**config.mk**
```make
export PLATFORM = sky130hd
export DESIGN_NAME = timed_note_voice_allocator
export DESIGN_NICKNAME = d
export VERILOG_FILES = /design/src/tnva_pkg.sv /design/src/tnva_ctrl.sv /design/src/tnva_datapath.sv /design/src/timed_note_voice_allocator.sv
export SDC_FILE = /design/constraint.sdc
export NUM_CORES = 1
export LEC_CHECK = 0
export BUFFER_PORTS_ARGS = -buffer_cell sky130_fd_sc_hd__buf_2
export CAP_MARGIN = 25
export CELL_PAD_IN_SITES_DETAIL_PLACEMENT = 0
export CELL_PAD_IN_SITES_GLOBAL_PLACEMENT = 1
export CORE_MARGIN = 3
export CORE_UTILIZATION = 47
export DETAILED_ROUTE_END_ITERATION = 10
export PLACE_DENSITY_LB_ADDON = 0.1
export SYNTH_ARGS = -nofsm -noshare
export SYNTH_HDL_FRONTEND = slang
export SYNTH_SLANG_ARGS = --single-unit
```
**constraint.sdc**
```tcl
create_clock -name clk -period 7.9 [get_ports clk]
set_input_delay 2.37 -clock clk [delete_from_list [all_inputs] [get_ports clk]]
set_output_delay 2.37 -clock clk [all_outputs]
set_load 0.1 [all_outputs]
```
**src/tnva_pkg.sv**
```systemverilog
// ----------------------------------------------------------------------------
// tnva_pkg
// Shared types, widths and helpers for the timed note voice allocator.
// ----------------------------------------------------------------------------
package tnva_pkg;

  // Pool size and derived index width
  localparam int VOICE_COUNT = 8;
  localparam int SLOT_W      = (VOICE_COUNT > 1) ? $clog2(VOICE_COUNT) : 1;

  // Field widths
  localparam int NOTE_W       = 7;
  localparam int VEL_W        = 7;
  localparam int HOLD_W       = 16;
  localparam int CHAN_W       = 5;
  localparam int SLOT_FIELD_W = 5;
  localparam int TIME_W       = 32;

  // Bus widths
  localparam int S_DATA_W    = 40;
  localparam int M_DATA_W    = 24;
  localparam int CFG_INDEX_W = 1;
  localparam int CFG_DATA_W  = 5;

  typedef logic [SLOT_W-1:0]      slot_idx_t;
  typedef logic [VOICE_COUNT-1:0] slot_mask_t;

  // Input item kind (tuser)
  typedef enum logic [0:0] {
    OP_NOTE = 1'b0,
    OP_TICK = 1'b1
  } op_t;

  // Result item kind (tuser)
  typedef enum logic [0:0] {
    KIND_ON  = 1'b0,
    KIND_OFF = 1'b1
  } kind_t;

  // Configuration register indexes
  typedef enum logic [CFG_INDEX_W-1:0] {
    REG_PER_NOTE   = 1'b0,
    REG_DEFAULT_CH = 1'b1
  } cfg_reg_t;

  // Controller states
  typedef enum logic [2:0] {
    ST_IDLE,
    ST_ALLOC,
    ST_TICK,
    ST_MASK,
    ST_EMIT
  } state_t;

  // Controller to datapath
  typedef struct packed {
    logic latch_in;
    logic alloc;
    logic now_inc;
    logic mask_load;
    logic emit_off;
  } cmd_t;

  // Datapath to controller
  typedef struct packed {
    logic free_any;
    logic mask_any;
    logic mask_last;
    logic out_free;
  } status_t;

  // Index of the lowest set bit (zero when none is set)
  function automatic slot_idx_t lowest_set(input slot_mask_t v);
    slot_idx_t idx;
    idx = '0;
    for (int i = VOICE_COUNT - 1; i >= 0; i--) begin
      if (v[i]) begin
        idx = SLOT_W'(i);
      end
    end
    return idx;
  endfunction

endpackage

```
**src/tnva_ctrl.sv**
```systemverilog
// ----------------------------------------------------------------------------
// tnva_ctrl
// Sequencer: takes one item, runs allocation or the tick expiry walk.
// ----------------------------------------------------------------------------
module tnva_ctrl (
  input  logic              clk,
  input  logic              rst,
  input  logic              s_tvalid,
  output logic              s_tready,
  input  logic [0:0]        s_tuser,
  input  tnva_pkg::status_t status,
  output tnva_pkg::cmd_t    cmd
);
  import tnva_pkg::*;

  state_t state;
  state_t state_next;

  // State register
  always_ff @(posedge clk) begin
    if (rst) begin
      state <= ST_IDLE;
    end else begin
      state <= state_next;
    end
  end

  // Next state and commands
  always_comb begin
    state_next = state;
    cmd        = '0;
    s_tready   = 1'b0;
    case (state)
      ST_IDLE: begin
        s_tready = 1'b1;
        if (s_tvalid) begin
          cmd.latch_in = 1'b1;
          state_next   = (s_tuser == OP_TICK) ? ST_TICK : ST_ALLOC;
        end
      end
      ST_ALLOC: begin
        if (!status.free_any) begin
          state_next = ST_IDLE;
        end else if (status.out_free) begin
          cmd.alloc  = 1'b1;
          state_next = ST_IDLE;
        end
      end
      ST_TICK: begin
        cmd.now_inc = 1'b1;
        state_next  = ST_MASK;
      end
      ST_MASK: begin
        cmd.mask_load = 1'b1;
        state_next    = ST_EMIT;
      end
      ST_EMIT: begin
        if (!status.mask_any) begin
          state_next = ST_IDLE;
        end else if (status.out_free) begin
          cmd.emit_off = 1'b1;
          if (status.mask_last) begin
            state_next = ST_IDLE;
          end
        end
      end
      default: begin
        state_next = ST_IDLE;
      end
    endcase
  end

endmodule

```
**src/tnva_datapath.sv**
```systemverilog
// ----------------------------------------------------------------------------
// tnva_datapath
// Voice slot registers, millisecond clock, expiry mask and result register.
// ----------------------------------------------------------------------------
module tnva_datapath (
  input  logic                                 clk,
  input  logic                                 rst,
  input  tnva_pkg::cmd_t                       cmd,
  output tnva_pkg::status_t                    status,
  input  logic [tnva_pkg::S_DATA_W-1:0]        s_tdata,
  input  logic                                 cfg_valid,
  input  logic [tnva_pkg::CFG_INDEX_W-1:0]     cfg_index,
  input  logic [tnva_pkg::CFG_DATA_W-1:0]      cfg_data,
  output logic                                 m_tvalid,
  input  logic                                 m_tready,
  output logic [tnva_pkg::M_DATA_W-1:0]        m_tdata,
  output logic [0:0]                           m_tuser,
  output logic                                 m_tlast
);
  import tnva_pkg::*;

  // Configuration
  logic              per_note_channel;
  logic [CHAN_W-1:0] default_channel;

  // Latched request
  logic [NOTE_W-1:0] req_note;
  logic [VEL_W-1:0]  req_vel;
  logic [HOLD_W-1:0] req_hold;
  logic [CHAN_W-1:0] req_chan;

  // Slot storage
  logic [NOTE_W-1:0] slot_note    [VOICE_COUNT];
  logic [TIME_W-1:0] slot_expiry  [VOICE_COUNT];
  logic [CHAN_W-1:0] slot_channel [VOICE_COUNT];
  slot_mask_t        busy;
  slot_mask_t        expired;
  logic [TIME_W-1:0] now_ms;

  // Result register
  logic [NOTE_W-1:0]       out_note;
  logic [VEL_W-1:0]        out_velocity;
  logic [CHAN_W-1:0]       out_channel;
  logic [SLOT_FIELD_W-1:0] voice_slot;
  logic                    event_kind;
  logic                    last_event;

  // Derived selections
  slot_idx_t  free_idx;
  slot_idx_t  off_idx;
  slot_mask_t off_bit;
  slot_mask_t expired_rest;
  slot_mask_t due;

  assign free_idx     = lowest_set(~busy);
  assign off_idx      = lowest_set(expired);
  assign off_bit      = slot_mask_t'(1) << off_idx;
  assign expired_rest = expired & ~off_bit;

  // Compare every slot against the advanced clock
  always_comb begin
    for (int i = 0; i < VOICE_COUNT; i++) begin
      due[i] = busy[i] && (slot_expiry[i] <= now_ms);
    end
  end

  assign status.free_any  = ~&busy;
  assign status.mask_any  = |expired;
  assign status.mask_last = (expired_rest == '0);
  assign status.out_free  = !m_tvalid || m_tready;

  // Configuration writes
  always_ff @(posedge clk) begin
    if (rst) begin
      per_note_channel <= 1'b0;
      default_channel  <= CHAN_W'(1);
    end else if (cfg_valid) begin
      case (cfg_index)
        REG_PER_NOTE:   per_note_channel <= cfg_data[0];
        REG_DEFAULT_CH: default_channel  <= cfg_data[CHAN_W-1:0];
        default: ;
      endcase
    end
  end

  // Capture the accepted item
  always_ff @(posedge clk) begin
    if (cmd.latch_in) begin
      req_note <= s_tdata[NOTE_W-1:0];
      req_vel  <= s_tdata[NOTE_W +: VEL_W];
      req_hold <= s_tdata[NOTE_W+VEL_W +: HOLD_W];
      req_chan <= s_tdata[NOTE_W+VEL_W+HOLD_W +: CHAN_W];
    end
  end

  // Control state: busy flags and clock
  always_ff @(posedge clk) begin
    if (rst) begin
      busy   <= '0;
      now_ms <= '0;
    end else begin
      if (cmd.now_inc) begin
        now_ms <= now_ms + TIME_W'(1);
      end
      if (cmd.alloc) begin
        busy[free_idx] <= (req_vel != '0);
      end else if (cmd.emit_off) begin
        busy[off_idx] <= 1'b0;
      end
    end
  end

  // Slot payload and expiry mask
  always_ff @(posedge clk) begin
    if (cmd.alloc) begin
      slot_note[free_idx]    <= req_note;
      slot_expiry[free_idx]  <= now_ms + TIME_W'(req_hold);
      slot_channel[free_idx] <= req_chan;
    end
    if (cmd.mask_load) begin
      expired <= due;
    end else if (cmd.emit_off) begin
      expired <= expired_rest;
    end
  end

  // Result valid
  always_ff @(posedge clk) begin
    if (rst) begin
      m_tvalid <= 1'b0;
    end else if (cmd.alloc || cmd.emit_off) begin
      m_tvalid <= 1'b1;
    end else if (m_tready) begin
      m_tvalid <= 1'b0;
    end
  end

  // Result payload
  always_ff @(posedge clk) begin
    if (cmd.alloc) begin
      event_kind   <= KIND_ON;
      out_note     <= req_note;
      out_velocity <= req_vel;
      out_channel  <= per_note_channel ? req_chan : default_channel;
      voice_slot   <= SLOT_FIELD_W'(free_idx);
      last_event   <= 1'b1;
    end else if (cmd.emit_off) begin
      event_kind   <= KIND_OFF;
      out_note     <= slot_note[off_idx];
      out_velocity <= '0;
      out_channel  <= per_note_channel ? slot_channel[off_idx] : default_channel;
      voice_slot   <= SLOT_FIELD_W'(off_idx);
      last_event   <= (expired_rest == '0);
    end
  end

  assign m_tdata = {voice_slot, out_channel, out_velocity, out_note};
  assign m_tuser = event_kind;
  assign m_tlast = last_event;

endmodule

```
**src/timed_note_voice_allocator.sv**
```systemverilog
// ----------------------------------------------------------------------------
// timed_note_voice_allocator
// Voice pool with millisecond expiry: a note request takes the lowest free
// slot if any and emits a note-on; ticks emit note-offs for expired slots.
// ----------------------------------------------------------------------------
// Note request: the ALLOC state registers the note-on once the output
//   register is free (none on a full pool); IDLE then takes the next item.
// Tick: TICK advances the clock, MASK loads the expiry mask, then EMIT sends
//   note-offs in slot order, one per cycle unless stalled, then goes to IDLE.
// Reset (rst, synchronous): all slots free, clock at zero, default config.
module timed_note_voice_allocator (
  input  logic                              clk,
  input  logic                              rst,
  // tdata: note_number[6:0], note_velocity[13:7], hold_ms[29:14],
  //        note_channel[34:30], zero pad[39:35]
  input  logic                              s_tvalid,
  output logic                              s_tready,
  input  logic [tnva_pkg::S_DATA_W-1:0]     s_tdata,
  // tuser: opcode[0]
  input  logic [0:0]                        s_tuser,
  // tdata: out_note[6:0], out_velocity[13:7], out_channel[18:14],
  //        voice_slot[23:19]
  output logic                              m_tvalid,
  input  logic                              m_tready,
  output logic [tnva_pkg::M_DATA_W-1:0]     m_tdata,
  // tuser: event_kind[0]
  output logic [0:0]                        m_tuser,
  output logic                              m_tlast,
  input  logic                              cfg_valid,
  output logic                              cfg_ready,
  input  logic [tnva_pkg::CFG_INDEX_W-1:0]  cfg_index,
  input  logic [tnva_pkg::CFG_DATA_W-1:0]   cfg_data
);
  import tnva_pkg::*;

  cmd_t    cmd;
  status_t status;

  assign cfg_ready = 1'b1;

  // Sequencer
  tnva_ctrl u_ctrl (
    .clk      (clk),
    .rst      (rst),
    .s_tvalid (s_tvalid),
    .s_tready (s_tready),
    .s_tuser  (s_tuser),
    .status   (status),
    .cmd      (cmd)
  );

  // Slot storage and result register
  tnva_datapath u_datapath (
    .clk       (clk),
    .rst       (rst),
    .cmd       (cmd),
    .status    (status),
    .s_tdata   (s_tdata),
    .cfg_valid (cfg_valid),
    .cfg_index (cfg_index),
    .cfg_data  (cfg_data),
    .m_tvalid  (m_tvalid),
    .m_tready  (m_tready),
    .m_tdata   (m_tdata),
    .m_tuser   (m_tuser),
    .m_tlast   (m_tlast)
  );

  // A note-on is always the only result of its item
  a_on_is_last: assert property (@(posedge clk) disable iff (rst)
    (m_tvalid && m_tuser == KIND_ON) |-> m_tlast)
    else $error("note-on without last flag");

  // Note-off carries zero velocity
  a_off_zero_vel: assert property (@(posedge clk) disable iff (rst)
    (m_tvalid && m_tuser == KIND_OFF) |-> (m_tdata[13:7] == '0))
    else $error("note-off with nonzero velocity");

  // One item at a time: no accept right after an accept
  a_one_item: assert property (@(posedge clk) disable iff (rst)
    (s_tvalid && s_tready) |=> !s_tready)
    else $error("input taken while previous item in work");

endmodule

```
==> metrics.txt <==
worst supply voltage drop on vdd=approximately 0.16 mV; final hold slack=0.467 ns; cell leakage power=0.00910 uW; total routing usage reported by global routing=0.231; H-tree lvl count=2; endpoint class of the critical path=flip-flop; final count of pins violating max slew=0; global route total overflow=0; top post-synthesis cells by count=sky130_fd_sc_hd__edfxtp_1, sky130_fd_sc_hd__ha_1, sky130_fd_sc_hd__nor2_1; Die Footprint=0.0513 mm^2; clock sink count=469; routed metal-1 wire length=26300 um; sequential fraction of the synthesis area=0.594; count of standard-cell rows=80; critical path start-end classification=flip-flop to flip-flop; main flop type after synthesis=sky130_fd_sc_hd__edfxtp_1; RSZ-0062 raised after global routing=no; area occupied by multi-input gates=approximately 0.0090 mm^2; Core Footprint=0.0478 mm^2; # fillers=4105; CTS-repair resized insts=0; number of failing hold endpoints at the final stage=0; TritonCTS clock tree=built; estimated wirelength of the detail-placed design=40200 um; r2r worst-path depth=10; maximum number of pins on one net before global-route repair=51; Hold/Removal Path Class=flip-flop to flip-flop; # hold bufs at CTS=0; count of unique library cells instantiated by Yosys=76; clock transition at the registers of the reported paths=0.06 ns; register area=between 0.01 and 0.015 mm^2; CP Data Arrival Time=4.84 ns; post-detailed-route via-to-cell ratio=5.82; Tightest Pin Transition=1.03 ns; post-synthesis instance total=around 1800; TritonCTS buffer count=51; io pins=81; PortBufs=72; minimum clock period after layout=between 4 and 5 ns; most numerous cell in the Yosys netlist=sky130_fd_sc_hd__edfxtp_1; Yosys reg bits=469; detailed-router iteration count before antenna repair=5; Clk Latency, worst-skew pair=0.60 ns; Synth area leaders=sky130_fd_sc_hd__edfxtp_1, sky130_fd_sc_hd__ha_1, sky130_fd_sc_hd__dfxtp_1; count of buffers added by post-CTS timing repair for setup=0; Iter 0 DRT Violations=a little under 1000; Worst Hold Path Cells=2; mean instance size in the synthesized netlist=13.0 um^2; amount of wire on met2 after detailed routing=roughly 28000 um; final setup violation count=0; proportion of synthesized flip-flops having asynchronous set or reset=0; residual antenna-violating net count after detailed routing=0; CTS Buffer Depth=3; antenna violations before repair=0; top sig layer=met4; CTS Root Cell=sky130_fd_sc_hd__clkbuf_16; Die W=226 um; result of the run=finished clean; final layout net count=2194; maximum fanout encountered on the critical timing path=12; share of post-route cells with drive strength above 1=0.107; Power Density=between 200 and 250 mW/mm^2; initial standard-cell utilization of the core=0.477; count of flip-flops with a built-in enable after synthesis=roughly 420; post-synth design cell area=0.0228 mm^2; met3 WL=2840 um; final routed wire length divided by cell count=roughly 23 um; Setup Skew=0.0285 ns; die span in y=226 um; antenna diode count=0; detailed-route DRC error count=0; Final GP Congestion=0.847; Fmax achieved=218 MHz; max-slew headroom at the worst pin=0.308; P&R area growth vs syn=12.9%; kind of launch point of the worst setup path=flip-flop; largest area contributor in the netlist=sky130_fd_sc_hd__edfxtp_1; Vias=14706; Maximum Capacitance Violations=0; DRT Wirelength=~60000 um; endpoint required time on the critical path=8.15 ns; portion of the clock cycle consumed by the worst path in the final layout=0.582; first-pass GRT wire length=88400 um; via count of the first global-routing pass=14515; Fin Setup TNS=0 ns; number of synthesis warnings=0; fraction of synthesized cell area taken by the top area cell type=0.548
through the flow:
step	power [uW]	worst slack, ns	utilization	cell area [um^2]	instances
after detailed placement	3100	2.84	0.502	24000	2429
after global placement	3100	2.85	0.502	24000	2427
after global routing	5690	3.05	0.539	25800	2526
after floorplan	3010	1.07	-	22800	1755
final	5520	3.30	0.539	25800	2526
after CTS	5570	3.33	0.538	25800	2525
layout by cell type, fill, tap and decap left out, drive strengths merged, types with 12 or more instances in the layout:
| cell type | Yosys | routed |
|---|---|---|
| clkbuf | 18 | 70 |
| a22oi | 13 | 13 |
| nand4 | 58 | 58 |
| inv | 60 | 63 |
| nand3 | 48 | 48 |
| nor2b | 18 | 18 |
| nand2 | 100 | 100 |
| nor3 | 45 | 45 |
| ha | 273 | 273 |
| a211oi | 24 | 24 |
| buf | 13 | 91 |
| a21oi | 123 | 123 |
| nor2 | 124 | 124 |
| xnor2 | 57 | 57 |
| nor4 | 14 | 14 |
| edfxtp | 417 | 417 |
| o21ai | 78 | 78 |
| mux2i | 15 | 15 |
| clkinv | 2 | 17 |
| a21o | 40 | 40 |
| and2 | 12 | 12 |
| dfxtp | 52 | 52 |
| o21a | 12 | 12 |
sequential cells by signal (all words and copies together) (netlist names):
name,count
u_datapath.default_channel,5
u_ctrl.state,3
u_datapath.m_tlast,1
u_datapath.req_chan,5
u_datapath.now_ms,32
u_datapath.m_tuser,1
u_datapath.voice_slot,3
u_datapath.slot_expiry,256
u_datapath.per_note_channel,1
u_datapath.out_channel,5
u_datapath.m_tvalid,1
u_datapath.slot_channel,40
u_datapath.busy,8
u_datapath.expired,8
u_datapath.req_note,7
u_datapath.req_vel,7
u_datapath.req_hold,16
u_datapath.out_velocity,7
u_datapath.slot_note,56
u_datapath.out_note,7
cells by family after synthesis:
family,synth area share
XOR/XNOR,0.0226
flip-flops,0.594
other,0.000329
multiplexers,0.00756
AO/OA/AOI/OAI,0.104
adder cells (fa/ha/maj),0.150
AND/OR/NAND/NOR,0.104
buffers and inverters,0.0166
routing by layer:
layer  global-route usage  vias up
met5                    0        -
met4               0.0684        0
met3               0.0309       99
met2                0.383      358
met1                0.319     7228
li1                     -     7021
power breakdown:
group / total, uW / switching, uW / internal (uW) / leakage (uW)
sequential: 2780 / 33.2 / 2750 / 0.00424
combinational: 266 / 200 / 65.8 / 0.00402
clock: 2470 / 992 / 1480 / 0.000847
area by class of cell:
class	count	area share
clock inverters	26	0.0123
inverters	62	0.00903
flip-flops and latches	469	0.526
well taps	615	0.0298
multi-input cells	1193	0.348
repair buffers	91	0.0203
clock buffers	70	0.0546
path summary, 6_finish.rpt:
check,startpoint,endpoint,slack [ns]
worst max-delay path,u_datapath.now_ms[0],u_datapath.slot_expiry[7][24],3.30
worst min-delay path,u_datapath.default_channel[2],u_datapath.default_channel[2],0.47
worst max register to register,u_datapath.now_ms[0],u_datapath.slot_expiry[7][24],3.30
worst min register to register,u_datapath.default_channel[2],u_datapath.default_channel[2],0.47
worst max-delay path, stage by stage, from the launching register on:
cell,delay (ns)
sky130_fd_sc_hd__dfxtp_1,0.78
sky130_fd_sc_hd__ha_1,0.33
sky130_fd_sc_hd__inv_1,0.07
sky130_fd_sc_hd__fa_1,0.40
sky130_fd_sc_hd__nand2b_1,0.21
sky130_fd_sc_hd__a21oi_1,0.30
sky130_fd_sc_hd__o21bai_1,0.23
sky130_fd_sc_hd__a2111o_1,0.56
sky130_fd_sc_hd__a21boi_2,0.37
sky130_fd_sc_hd__nand4_1,0.16
sky130_fd_sc_hd__xnor2_1,0.85
Power figures use the tool's default switching activity.
